$ cat src/rtl/mqlf_pkg.sv
// Package with the shared types and codes of the multi-queue linked FIFO.
`timescale 1ns / 1ps
`default_nettype none

package mqlf_pkg;

  localparam logic KIND_ENQ   = 1'b0;
  localparam logic KIND_DRAIN = 1'b1;

  typedef enum logic [1:0] {
    RES_ENTRY  = 2'd0,
    RES_EMPTY  = 2'd1,
    RES_FULL   = 2'd2,
    RES_BADDAY = 2'd3
  } mqlf_res_e;

  typedef enum logic [2:0] {
    ST_INIT,
    ST_IDLE,
    ST_ENQ_FIN,
    ST_SINGLE,
    ST_DRAIN
  } mqlf_state_e;

  typedef struct packed {
    logic      init_wr;
    logic      accept;
    mqlf_res_e code;
    logic      enq_start;
    logic      enq_fin;
    logic      drain_start;
    logic      drain_emit;
    logic      single_load;
  } mqlf_cmd_t;

  typedef struct packed {
    logic kind;
    logic day_bad;
    logic pool_full;
    logic queue_empty;
    logic slot_free;
    logic init_last;
    logic walk_final;
  } mqlf_status_t;

endpackage

`default_nettype wire

$ cat src/rtl/multi_queue_linked_fifo.sv
// Top level of the multi-queue linked FIFO: controller plus datapath.
`timescale 1ns / 1ps
`default_nettype none

// NUM_QUEUES queues share a pool of POOL_DEPTH linked entries with a free list.
// After reset the block stalls its input while it writes the initial free-list
// links into the link memory, one entry per cycle.
// One transaction is in work at a time. An enqueue reads the free-list link
// memory, then updates the free head. A bad day, a full pool or an empty queue
// gives one result, loaded into the output register once the output is free.
// A drain of N entries emits them in order: the walk follows the link memory
// one entry per cycle through its registered read port, and holds whenever
// the output register is stalled. A drain emits at most POOL_DEPTH entries.

module multi_queue_linked_fifo #(
  parameter int NUM_QUEUES = 7,
  parameter int POOL_DEPTH = 64
) (
  input  wire logic        clk_i,
  input  wire logic        rst_ni,
  input  wire logic        in_valid_i,
  output logic             in_stall_o,
  input  wire logic        kind_i,
  input  wire logic [2:0]  day_i,
  input  wire logic [15:0] film_id_i,
  input  wire logic [15:0] client_id_i,
  output logic             out_valid_o,
  input  wire logic        out_stall_i,
  output logic [1:0]       status_o,
  output logic [15:0]      out_film_o,
  output logic [15:0]      out_client_o,
  output logic             last_o
);

  mqlf_pkg::mqlf_cmd_t    cmd;
  mqlf_pkg::mqlf_status_t sts;

  mqlf_ctrl u_ctrl (
    .clk_i      (clk_i),
    .rst_ni     (rst_ni),
    .in_valid_i (in_valid_i),
    .in_stall_o (in_stall_o),
    .sts_i      (sts),
    .cmd_o      (cmd)
  );

  mqlf_datapath #(
    .NUM_QUEUES (NUM_QUEUES),
    .POOL_DEPTH (POOL_DEPTH)
  ) u_datapath (
    .clk_i        (clk_i),
    .rst_ni       (rst_ni),
    .cmd_i        (cmd),
    .sts_o        (sts),
    .kind_i       (kind_i),
    .day_i        (day_i),
    .film_id_i    (film_id_i),
    .client_id_i  (client_id_i),
    .out_valid_o  (out_valid_o),
    .out_stall_i  (out_stall_i),
    .status_o     (status_o),
    .out_film_o   (out_film_o),
    .out_client_o (out_client_o),
    .last_o       (last_o)
  );

endmodule

`default_nettype wire

$ cat src/rtl/mqlf_ram.sv
// Generic single-write, single-read RAM with registered read data.
`timescale 1ns / 1ps
`default_nettype none

module mqlf_ram #(
  parameter int WIDTH = 8,
  parameter int DEPTH = 64
) (
  input  wire logic                     clk_i,
  input  wire logic                     we_i,
  input  wire logic [$clog2(DEPTH)-1:0] waddr_i,
  input  wire logic [WIDTH-1:0]         wdata_i,
  input  wire logic                     re_i,
  input  wire logic [$clog2(DEPTH)-1:0] raddr_i,
  output logic      [WIDTH-1:0]         rdata_o
);

  logic [WIDTH-1:0] mem [DEPTH];

  always_ff @(posedge clk_i) begin
    if (we_i) begin
      mem[waddr_i] <= wdata_i;
    end
    if (re_i) begin
      rdata_o <= mem[raddr_i];
    end
  end

endmodule

`default_nettype wire

$ cat src/rtl/mqlf_ctrl.sv
// Controller state machine of the multi-queue linked FIFO.
`timescale 1ns / 1ps
`default_nettype none

module mqlf_ctrl (
  input  wire logic                  clk_i,
  input  wire logic                  rst_ni,
  input  wire logic                  in_valid_i,
  output logic                       in_stall_o,
  input  wire mqlf_pkg::mqlf_status_t sts_i,
  output mqlf_pkg::mqlf_cmd_t        cmd_o
);

  mqlf_pkg::mqlf_state_e state_q, state_d;

  always_ff @(posedge clk_i or negedge rst_ni) begin
    if (!rst_ni) begin
      state_q <= mqlf_pkg::ST_INIT;
    end else begin
      state_q <= state_d;
    end
  end

  always_comb begin
    state_d = state_q;
    case (state_q)
      mqlf_pkg::ST_INIT: begin
        if (sts_i.init_last) begin
          state_d = mqlf_pkg::ST_IDLE;
        end
      end
      mqlf_pkg::ST_IDLE: begin
        if (in_valid_i) begin
          if (sts_i.day_bad) begin
            state_d = mqlf_pkg::ST_SINGLE;
          end else if (sts_i.kind == mqlf_pkg::KIND_ENQ) begin
            state_d = sts_i.pool_full ? mqlf_pkg::ST_SINGLE : mqlf_pkg::ST_ENQ_FIN;
          end else begin
            state_d = sts_i.queue_empty ? mqlf_pkg::ST_SINGLE : mqlf_pkg::ST_DRAIN;
          end
        end
      end
      mqlf_pkg::ST_ENQ_FIN: begin
        state_d = mqlf_pkg::ST_IDLE;
      end
      mqlf_pkg::ST_SINGLE: begin
        if (sts_i.slot_free) begin
          state_d = mqlf_pkg::ST_IDLE;
        end
      end
      mqlf_pkg::ST_DRAIN: begin
        if (sts_i.slot_free && sts_i.walk_final) begin
          state_d = mqlf_pkg::ST_IDLE;
        end
      end
      default: state_d = mqlf_pkg::ST_INIT;
    endcase
  end

  always_comb begin
    cmd_o      = '0;
    cmd_o.code = mqlf_pkg::RES_ENTRY;
    in_stall_o = 1'b1;
    case (state_q)
      mqlf_pkg::ST_INIT: begin
        cmd_o.init_wr = 1'b1;
      end
      mqlf_pkg::ST_IDLE: begin
        in_stall_o = 1'b0;
        if (in_valid_i) begin
          cmd_o.accept = 1'b1;
          if (sts_i.day_bad) begin
            cmd_o.code = mqlf_pkg::RES_BADDAY;
          end else if (sts_i.kind == mqlf_pkg::KIND_ENQ) begin
            if (sts_i.pool_full) begin
              cmd_o.code = mqlf_pkg::RES_FULL;
            end else begin
              cmd_o.enq_start = 1'b1;
            end
          end else begin
            if (sts_i.queue_empty) begin
              cmd_o.code = mqlf_pkg::RES_EMPTY;
            end else begin
              cmd_o.drain_start = 1'b1;
            end
          end
        end
      end
      mqlf_pkg::ST_ENQ_FIN: begin
        cmd_o.enq_fin = 1'b1;
      end
      mqlf_pkg::ST_SINGLE: begin
        cmd_o.single_load = sts_i.slot_free;
      end
      mqlf_pkg::ST_DRAIN: begin
        cmd_o.drain_emit = sts_i.slot_free;
      end
      default: begin
        cmd_o = '0;
      end
    endcase
  end

endmodule

`default_nettype wire

$ cat src/rtl/mqlf_datapath.sv
// Datapath: queue pointers, free list, link and payload memories, result register.
`timescale 1ns / 1ps
`default_nettype none

module mqlf_datapath #(
  parameter int NUM_QUEUES = 7,
  parameter int POOL_DEPTH = 64
) (
  input  wire logic                   clk_i,
  input  wire logic                   rst_ni,
  input  wire mqlf_pkg::mqlf_cmd_t    cmd_i,
  output mqlf_pkg::mqlf_status_t      sts_o,
  input  wire logic                   kind_i,
  input  wire logic [2:0]             day_i,
  input  wire logic [15:0]            film_id_i,
  input  wire logic [15:0]            client_id_i,
  output logic                        out_valid_o,
  input  wire logic                   out_stall_i,
  output logic [1:0]                  status_o,
  output logic [15:0]                 out_film_o,
  output logic [15:0]                 out_client_o,
  output logic                        last_o
);

  localparam int AW = $clog2(POOL_DEPTH);
  localparam int CW = $clog2(POOL_DEPTH + 1);
  localparam int QW = $clog2(NUM_QUEUES);

  logic [QW-1:0]         qidx;
  logic                  day_bad;
  logic [NUM_QUEUES-1:0] nonempty_q;
  logic [AW-1:0]         head_q [NUM_QUEUES];
  logic [AW-1:0]         tail_q [NUM_QUEUES];
  logic [AW-1:0]         free_head_q;
  logic [CW-1:0]         free_count_q;
  logic [AW-1:0]         init_cnt_q;
  logic [AW-1:0]         init_next;
  logic                  init_last;
  logic [AW-1:0]         cur_q;
  logic [AW-1:0]         dtail_q;
  logic [AW-1:0]         walk_cnt_q;
  logic                  walk_final;
  mqlf_pkg::mqlf_res_e   code_q;
  logic                  out_valid_q;
  logic                  slot_free;

  logic                  link_we;
  logic [AW-1:0]         link_waddr;
  logic [AW-1:0]         link_wdata;
  logic                  link_re;
  logic [AW-1:0]         link_raddr;
  logic [AW-1:0]         link_rdata;
  logic                  pay_re;
  logic [31:0]           pay_rdata;
  logic                  walk_next;

  assign qidx       = QW'(day_i);
  assign day_bad    = (32'(day_i) >= NUM_QUEUES);
  assign init_last  = (init_cnt_q == AW'(POOL_DEPTH - 1));
  assign init_next  = init_last ? '0 : init_cnt_q + AW'(1);
  assign walk_final = (cur_q == dtail_q) || (walk_cnt_q == AW'(POOL_DEPTH - 1));
  assign slot_free  = !out_valid_q || !out_stall_i;
  assign walk_next  = cmd_i.drain_emit && !walk_final;

  assign sts_o.kind        = kind_i;
  assign sts_o.day_bad     = day_bad;
  assign sts_o.pool_full   = (free_count_q == '0);
  assign sts_o.queue_empty = !nonempty_q[qidx];
  assign sts_o.slot_free   = slot_free;
  assign sts_o.init_last   = init_last;
  assign sts_o.walk_final  = walk_final;

  always_comb begin
    link_we    = 1'b0;
    link_waddr = cur_q;
    link_wdata = free_head_q;
    if (cmd_i.init_wr) begin
      link_we    = 1'b1;
      link_waddr = init_cnt_q;
      link_wdata = init_next;
    end else if (cmd_i.enq_start && nonempty_q[qidx]) begin
      link_we    = 1'b1;
      link_waddr = tail_q[qidx];
    end else if (cmd_i.drain_emit) begin
      link_we    = 1'b1;
    end
  end

  assign link_re    = cmd_i.enq_start || cmd_i.drain_start || walk_next;
  assign link_raddr = cmd_i.enq_start   ? free_head_q  :
                      cmd_i.drain_start ? head_q[qidx] : link_rdata;
  assign pay_re     = cmd_i.drain_start || walk_next;

  mqlf_ram #(
    .WIDTH (AW),
    .DEPTH (POOL_DEPTH)
  ) u_link_ram (
    .clk_i   (clk_i),
    .we_i    (link_we),
    .waddr_i (link_waddr),
    .wdata_i (link_wdata),
    .re_i    (link_re),
    .raddr_i (link_raddr),
    .rdata_o (link_rdata)
  );

  mqlf_ram #(
    .WIDTH (32),
    .DEPTH (POOL_DEPTH)
  ) u_payload_ram (
    .clk_i   (clk_i),
    .we_i    (cmd_i.enq_start),
    .waddr_i (free_head_q),
    .wdata_i ({film_id_i, client_id_i}),
    .re_i    (pay_re),
    .raddr_i (cmd_i.drain_start ? head_q[qidx] : link_rdata),
    .rdata_o (pay_rdata)
  );

  always_ff @(posedge clk_i or negedge rst_ni) begin
    if (!rst_ni) begin
      init_cnt_q   <= '0;
      nonempty_q   <= '0;
      free_head_q  <= '0;
      free_count_q <= CW'(POOL_DEPTH);
      out_valid_q  <= 1'b0;
    end else begin
      if (cmd_i.init_wr) begin
        init_cnt_q <= init_next;
      end
      if (cmd_i.enq_start) begin
        nonempty_q[qidx] <= 1'b1;
        free_count_q     <= free_count_q - CW'(1);
      end
      if (cmd_i.drain_start) begin
        nonempty_q[qidx] <= 1'b0;
      end
      if (cmd_i.enq_fin) begin
        free_head_q <= link_rdata;
      end
      if (cmd_i.drain_emit) begin
        free_head_q <= cur_q;
        if (free_count_q < CW'(POOL_DEPTH)) begin
          free_count_q <= free_count_q + CW'(1);
        end
      end
      if (cmd_i.drain_emit || cmd_i.single_load) begin
        out_valid_q <= 1'b1;
      end else if (!out_stall_i) begin
        out_valid_q <= 1'b0;
      end
    end
  end

  always_ff @(posedge clk_i) begin
    if (cmd_i.enq_start) begin
      tail_q[qidx] <= free_head_q;
      if (!nonempty_q[qidx]) begin
        head_q[qidx] <= free_head_q;
      end
    end
    if (cmd_i.accept) begin
      code_q <= cmd_i.code;
    end
    if (cmd_i.drain_start) begin
      cur_q      <= head_q[qidx];
      dtail_q    <= tail_q[qidx];
      walk_cnt_q <= '0;
    end else if (cmd_i.drain_emit) begin
      cur_q      <= link_rdata;
      walk_cnt_q <= walk_cnt_q + AW'(1);
    end
    if (cmd_i.drain_emit) begin
      status_o     <= mqlf_pkg::RES_ENTRY;
      out_film_o   <= pay_rdata[31:16];
      out_client_o <= pay_rdata[15:0];
      last_o       <= walk_final;
    end else if (cmd_i.single_load) begin
      status_o     <= code_q;
      out_film_o   <= '0;
      out_client_o <= '0;
      last_o       <= 1'b1;
    end
  end

  assign out_valid_o = out_valid_q;

endmodule

`default_nettype wire

$ cat config.mk
export PLATFORM = sky130hd
export DESIGN_NAME = multi_queue_linked_fifo
export DESIGN_NICKNAME = d
export VERILOG_FILES = /design/src/rtl/mqlf_pkg.sv /design/src/rtl/multi_queue_linked_fifo.sv /design/src/rtl/mqlf_ram.sv /design/src/rtl/mqlf_ctrl.sv /design/src/rtl/mqlf_datapath.sv
export SDC_FILE = /design/constraint.sdc
export NUM_CORES = 2
export LEC_CHECK = 0
export ABC_AREA = 0
export BUFFER_PORTS_ARGS = -buffer_cell sky130_fd_sc_hd__buf_2
export CORE_MARGIN = 10
export CORE_UTILIZATION = 50
export CTS_BUF_LIST = sky130_fd_sc_hd__clkbuf_2 sky130_fd_sc_hd__clkbuf_4 sky130_fd_sc_hd__clkbuf_8
export DETAILED_ROUTE_END_ITERATION = 8
export MAX_ROUTING_LAYER = met4
export PLACE_DENSITY = 0.74
export SLEW_MARGIN = 0
export SYNTH_ARGS = -nofsm -noshare
export SYNTH_HDL_FRONTEND = slang
export SYNTH_SLANG_ARGS = --single-unit
$ cat constraint.sdc
create_clock -name clk_i -period 6.14 [get_ports clk_i]
set_input_delay 0 -clock clk_i [delete_from_list [all_inputs] [get_ports clk_i]]
set_output_delay 0 -clock clk_i [all_outputs]
set_load 0.005 [all_outputs]
==> summary.md <==
| Metric | Value |
|---|---|
| Int Pwr | 0.0271 W |
| Tot Pwr | 0.0340 W |
| Vias in the first global route | 63,900 |
| Clock root cell | clkbuf_8 |
| Clk_lat worst skew | 1.11 ns |
| Most area-consuming cells after synthesis | edfxtp_1 75%, nand2_1 5.6%, mux2i_1 3.5% |
| Net switching power | 0.00687 W |
| Share of synthesized flip-flops with an asynchronous set or reset | 0.0114 |
| Largest net degree at the start of global routing | 145 |
| Count leader, synth | edfxtp_1 |
| Final core occ | 0.565 |
| Netlist cell types | 79 |
| Layout cell share with drive strength beyond 1 | 0.139 |
| Vias | 66,000 |
| Hold path depth | 6 |
| Status | finished, final reports clean |
| Static leakage | 40.8 nW |
| R2r startpoint | u_ctrl.state_q[0] |
| Fillers | 15,700 |
| Register area share after synthesis | 0.757 |
| Syn-to-layout area delta | 12.2% |
| Max Clock Freq | 0.200 GHz |
| Post-CTS setup buffers | 0 |
| Number of synthesized flops with an enable pin | 2,601 |
| Final WL | 285,000 um |
| Most used DFF post-synth | edfxtp_1 |
| Critical Path RT | 6.97 ns |
| Share of the synthesized area in the top cell type | 0.749 |
| Hpwl dp | 157,000 um |
| Worst path arrival time | 5.83 ns |
| Fin. Hold Viols | 0 |
| Cell type with the largest total area after synthesis | edfxtp_1 |
| Die height | 477 um |
| Pins Over Slew Limit | 0 |
| Fin crit period | 5.00 ns |
| Switching Share | 0.202 |
| Final critical-path share of the clock period | 0.814 |
| VDD IR max | 0.000212 V |
| RSZ-0062 raised after global routing | no |
| Most frequent cells after synthesis | 2,601 x edfxtp_1, 1,557 x nand2_1, 541 x nand3_1 |
| Rows | 167 |
| Pwr per Cell Area | 290 mW/mm^2 |
| Yosys reg bits | 2,639 |
| Hold-fix buffers at CTS | 52 |
| Total grt overflow | 0 |
| H-tree depth | 5 |
| Drt via density | 6.24 |
| Syn_nets | 7,196 |
| Crit Reg-Reg Endpoint | u_datapath.u_payload_ram.rdata_o[10] |
| Placed cell areas | 0.109 mm^2 |
| WHS Endpoint | u_datapath.free_count_q[0] |
| Drt pass-1 iters | 7 |
| Fin nets | 7,514 |
| Setup TNS | 0 ns |
| Max-cap violations | 0 |
| DIE WIDTH | 477 um |
| Clk slew on worst S/H paths | 0.06 ns |
| Max-slew headroom | 0.147 |
| IO buf count | 76 |
| Clock sinks | 2,639 |
| Initial Util | 0.503 |
| Iter 0 DRT Violations | 10,200 |
| Register share of total power | 0.580 |
| Avg Cell Area, Syn | 14.6 um^2 |
| TritonCTS clock tree | yes |
| Post-route design area | 0.117 mm^2 |
| Core ar. | 0.207 mm^2 |
| CP max FO | 85 |
| Final Setup Violations | 0 |
| CP Class | register to register |
| Logic pwr share | 0.009 |
| Placer Congestion | 0.890 |
| HP Start | kind_i |
| Yosys warns | 0 |
| CP endpoint kind | register |
| Post-DRT Antenna Nets | 0 |
| Hold Slack | 0.0969 ns |
| Worst setup SP type | register |
| Setup Skew | 0.104 ns |
| Overall routing resource usage | 0.248 |
| Slew @ Worst Pin | 1.28 ns |
| Initial antenna violation count | 25 |
| Mapped Cells | 7,151 |
| DRC | 0 |
| DIE AREA | 0.227 mm^2 |
| Clock power share | 0.411 |
| R2R Setup Slk | 1.14 ns |
| Post-cts resize count | 0 |
| Syn Std Cell Area | 0.104 mm^2 |
| Clock buffer depth | 4 |
| Hold Path Class | input port to register |
| Num CTS Buffers | 413 |
| Reg2reg path depth | 12 |
| First-pass GRT wire length | 417,000 um |
| Routed wire length per instance | 27.0 um |
| IO Count | 77 |
-- critical path, cell delays in order, from the launching register on --
cell and delay [ns]:
dfrtp_1 0.63, nand3_1 0.26, or4_1 0.62, inv_2 0.38
mux2i_4 0.38, buf_12 0.28, buf_12 0.46, buf_4 0.40
mux2i_1 0.24, o221ai_1 0.16, a41oi_1 0.29, o21a_1 0.33
o31ai_1 0.13
-- metrics by stage --
step	setup slack [ns]	std cells
floorplan	1.56	7151
global route	0.942	10600
global placement	1.15	9790
CTS	1.28	10600
finish	1.14	10600
detailed placement	1.10	9790
-- worst max path at each step --
| stage | start | end | slack [ns] | cells after the start |
|---|---|---|---|---|
| after CTS | u_ctrl.state_q[0] | u_datapath.u_payload_ram.rdata_o[10] | 1.28 | 12 |
| after floorplan | u_ctrl.state_q[1] | u_datapath.u_link_ram.mem[0][3] | 1.56 | 5 |
| after detailed placement | day_i[2] | u_datapath.u_payload_ram.rdata_o[10] | 1.10 | 14 |
| after global routing | u_ctrl.state_q[0] | u_datapath.u_payload_ram.rdata_o[5] | 0.94 | 12 |
| final | u_ctrl.state_q[0] | u_datapath.u_payload_ram.rdata_o[10] | 1.14 | 12 |
| after global placement | day_i[2] | u_datapath.u_link_ram.rdata_o[0] | 1.15 | 12 |
-- logic make-up after synthesis --
family | Yosys count | synth area share
compound gates | 963 | 0.0627
fa+ha+maj | 5 | 0.000600
simple gates | 2622 | 0.108
mux | 441 | 0.0497
xor+xnor | 20 | 0.00168
flops | 2639 | 0.757
buf+inv | 461 | 0.0204
-- layout make-up --
cell class / count / area, um^2 / share of cell area
clock buffer: 555 / 6810 / 0.0581
timing repair buffer: 348 / 2950 / 0.0252
sequential: 2639 / 79000 / 0.675
clock inverter: 157 / 810 / 0.00691
tap: 2788 / 3490 / 0.0298
inverter: 16 / 91.3 / 0.000780
antenna: 21 / 52.6 / 0.000449
multi-input combinational: 4051 / 23900 / 0.204
-- registers in the layout, summed over array words and instances, names as in the netlist, 6 cells and up --
signal and count:
u_datapath.u_payload_ram.mem 2048, u_datapath.u_payload_ram.rdata_o 32, u_datapath.out_film_o 16, u_datapath.cur_q 6, u_datapath.u_link_ram.rdata_o 6, u_datapath.u_link_ram.mem 384
u_datapath.nonempty_q 7, u_datapath.out_client_o 16, u_datapath.walk_cnt_q 6, u_datapath.init_cnt_q 6, u_datapath.dtail_q 6, u_datapath.free_head_q 6
u_datapath.free_count_q 7, u_datapath.head_q 42, u_datapath.tail_q 42
-- per-layer routing --
layer	track usage	wire, um
met1	0.318	104000
met2	0.385	135000
met3	0.0527	32700
met4	0.109	13000
met5	-	0
-- layout by cell type, fill, tap and decap left out, types with 12 or more instances in the layout --
master,n
nor3_1,115
nand3_1,541
xnor2_1,12
nor2_1,131
o21a_1,34
a21oi_1,341
a211oi_1,30
o31ai_1,20
buf_2,76
nand4_1,50
o211ai_1,28
clkbuf_8,422
and2_1,46
a31oi_1,76
clkinv_1,108
mux2_2,18
buf_12,32
o22ai_1,18
a22oi_1,38
nor2_4,67
mux2i_1,359
a311o_1,24
o21ai_0,63
or3_1,12
clkbuf_4,133
a41oi_1,46
diode_2,21
o221ai_1,175
mux4_2,58
edfxtp_1,2601
nor4_1,34
and2_0,13
buf_4,189
clkinv_2,35
dlygate4sd3_1,51
dfrtp_1,29
nand2_1,1555
-- power by group through the flow --
stage,combinational (W),sequential (W),clock [W]
2_1_floorplan,0.0000299,0.0201,0
3_3_place_gp,0.000249,0.0201,0
3_5_place_dp,0.000264,0.0201,0
4_1_cts,0.000295,0.0197,0.0140
5_1_grt,0.000322,0.0197,0.0149
6_report,0.000301,0.0197,0.0140
(Power assumes the default switching activity.)
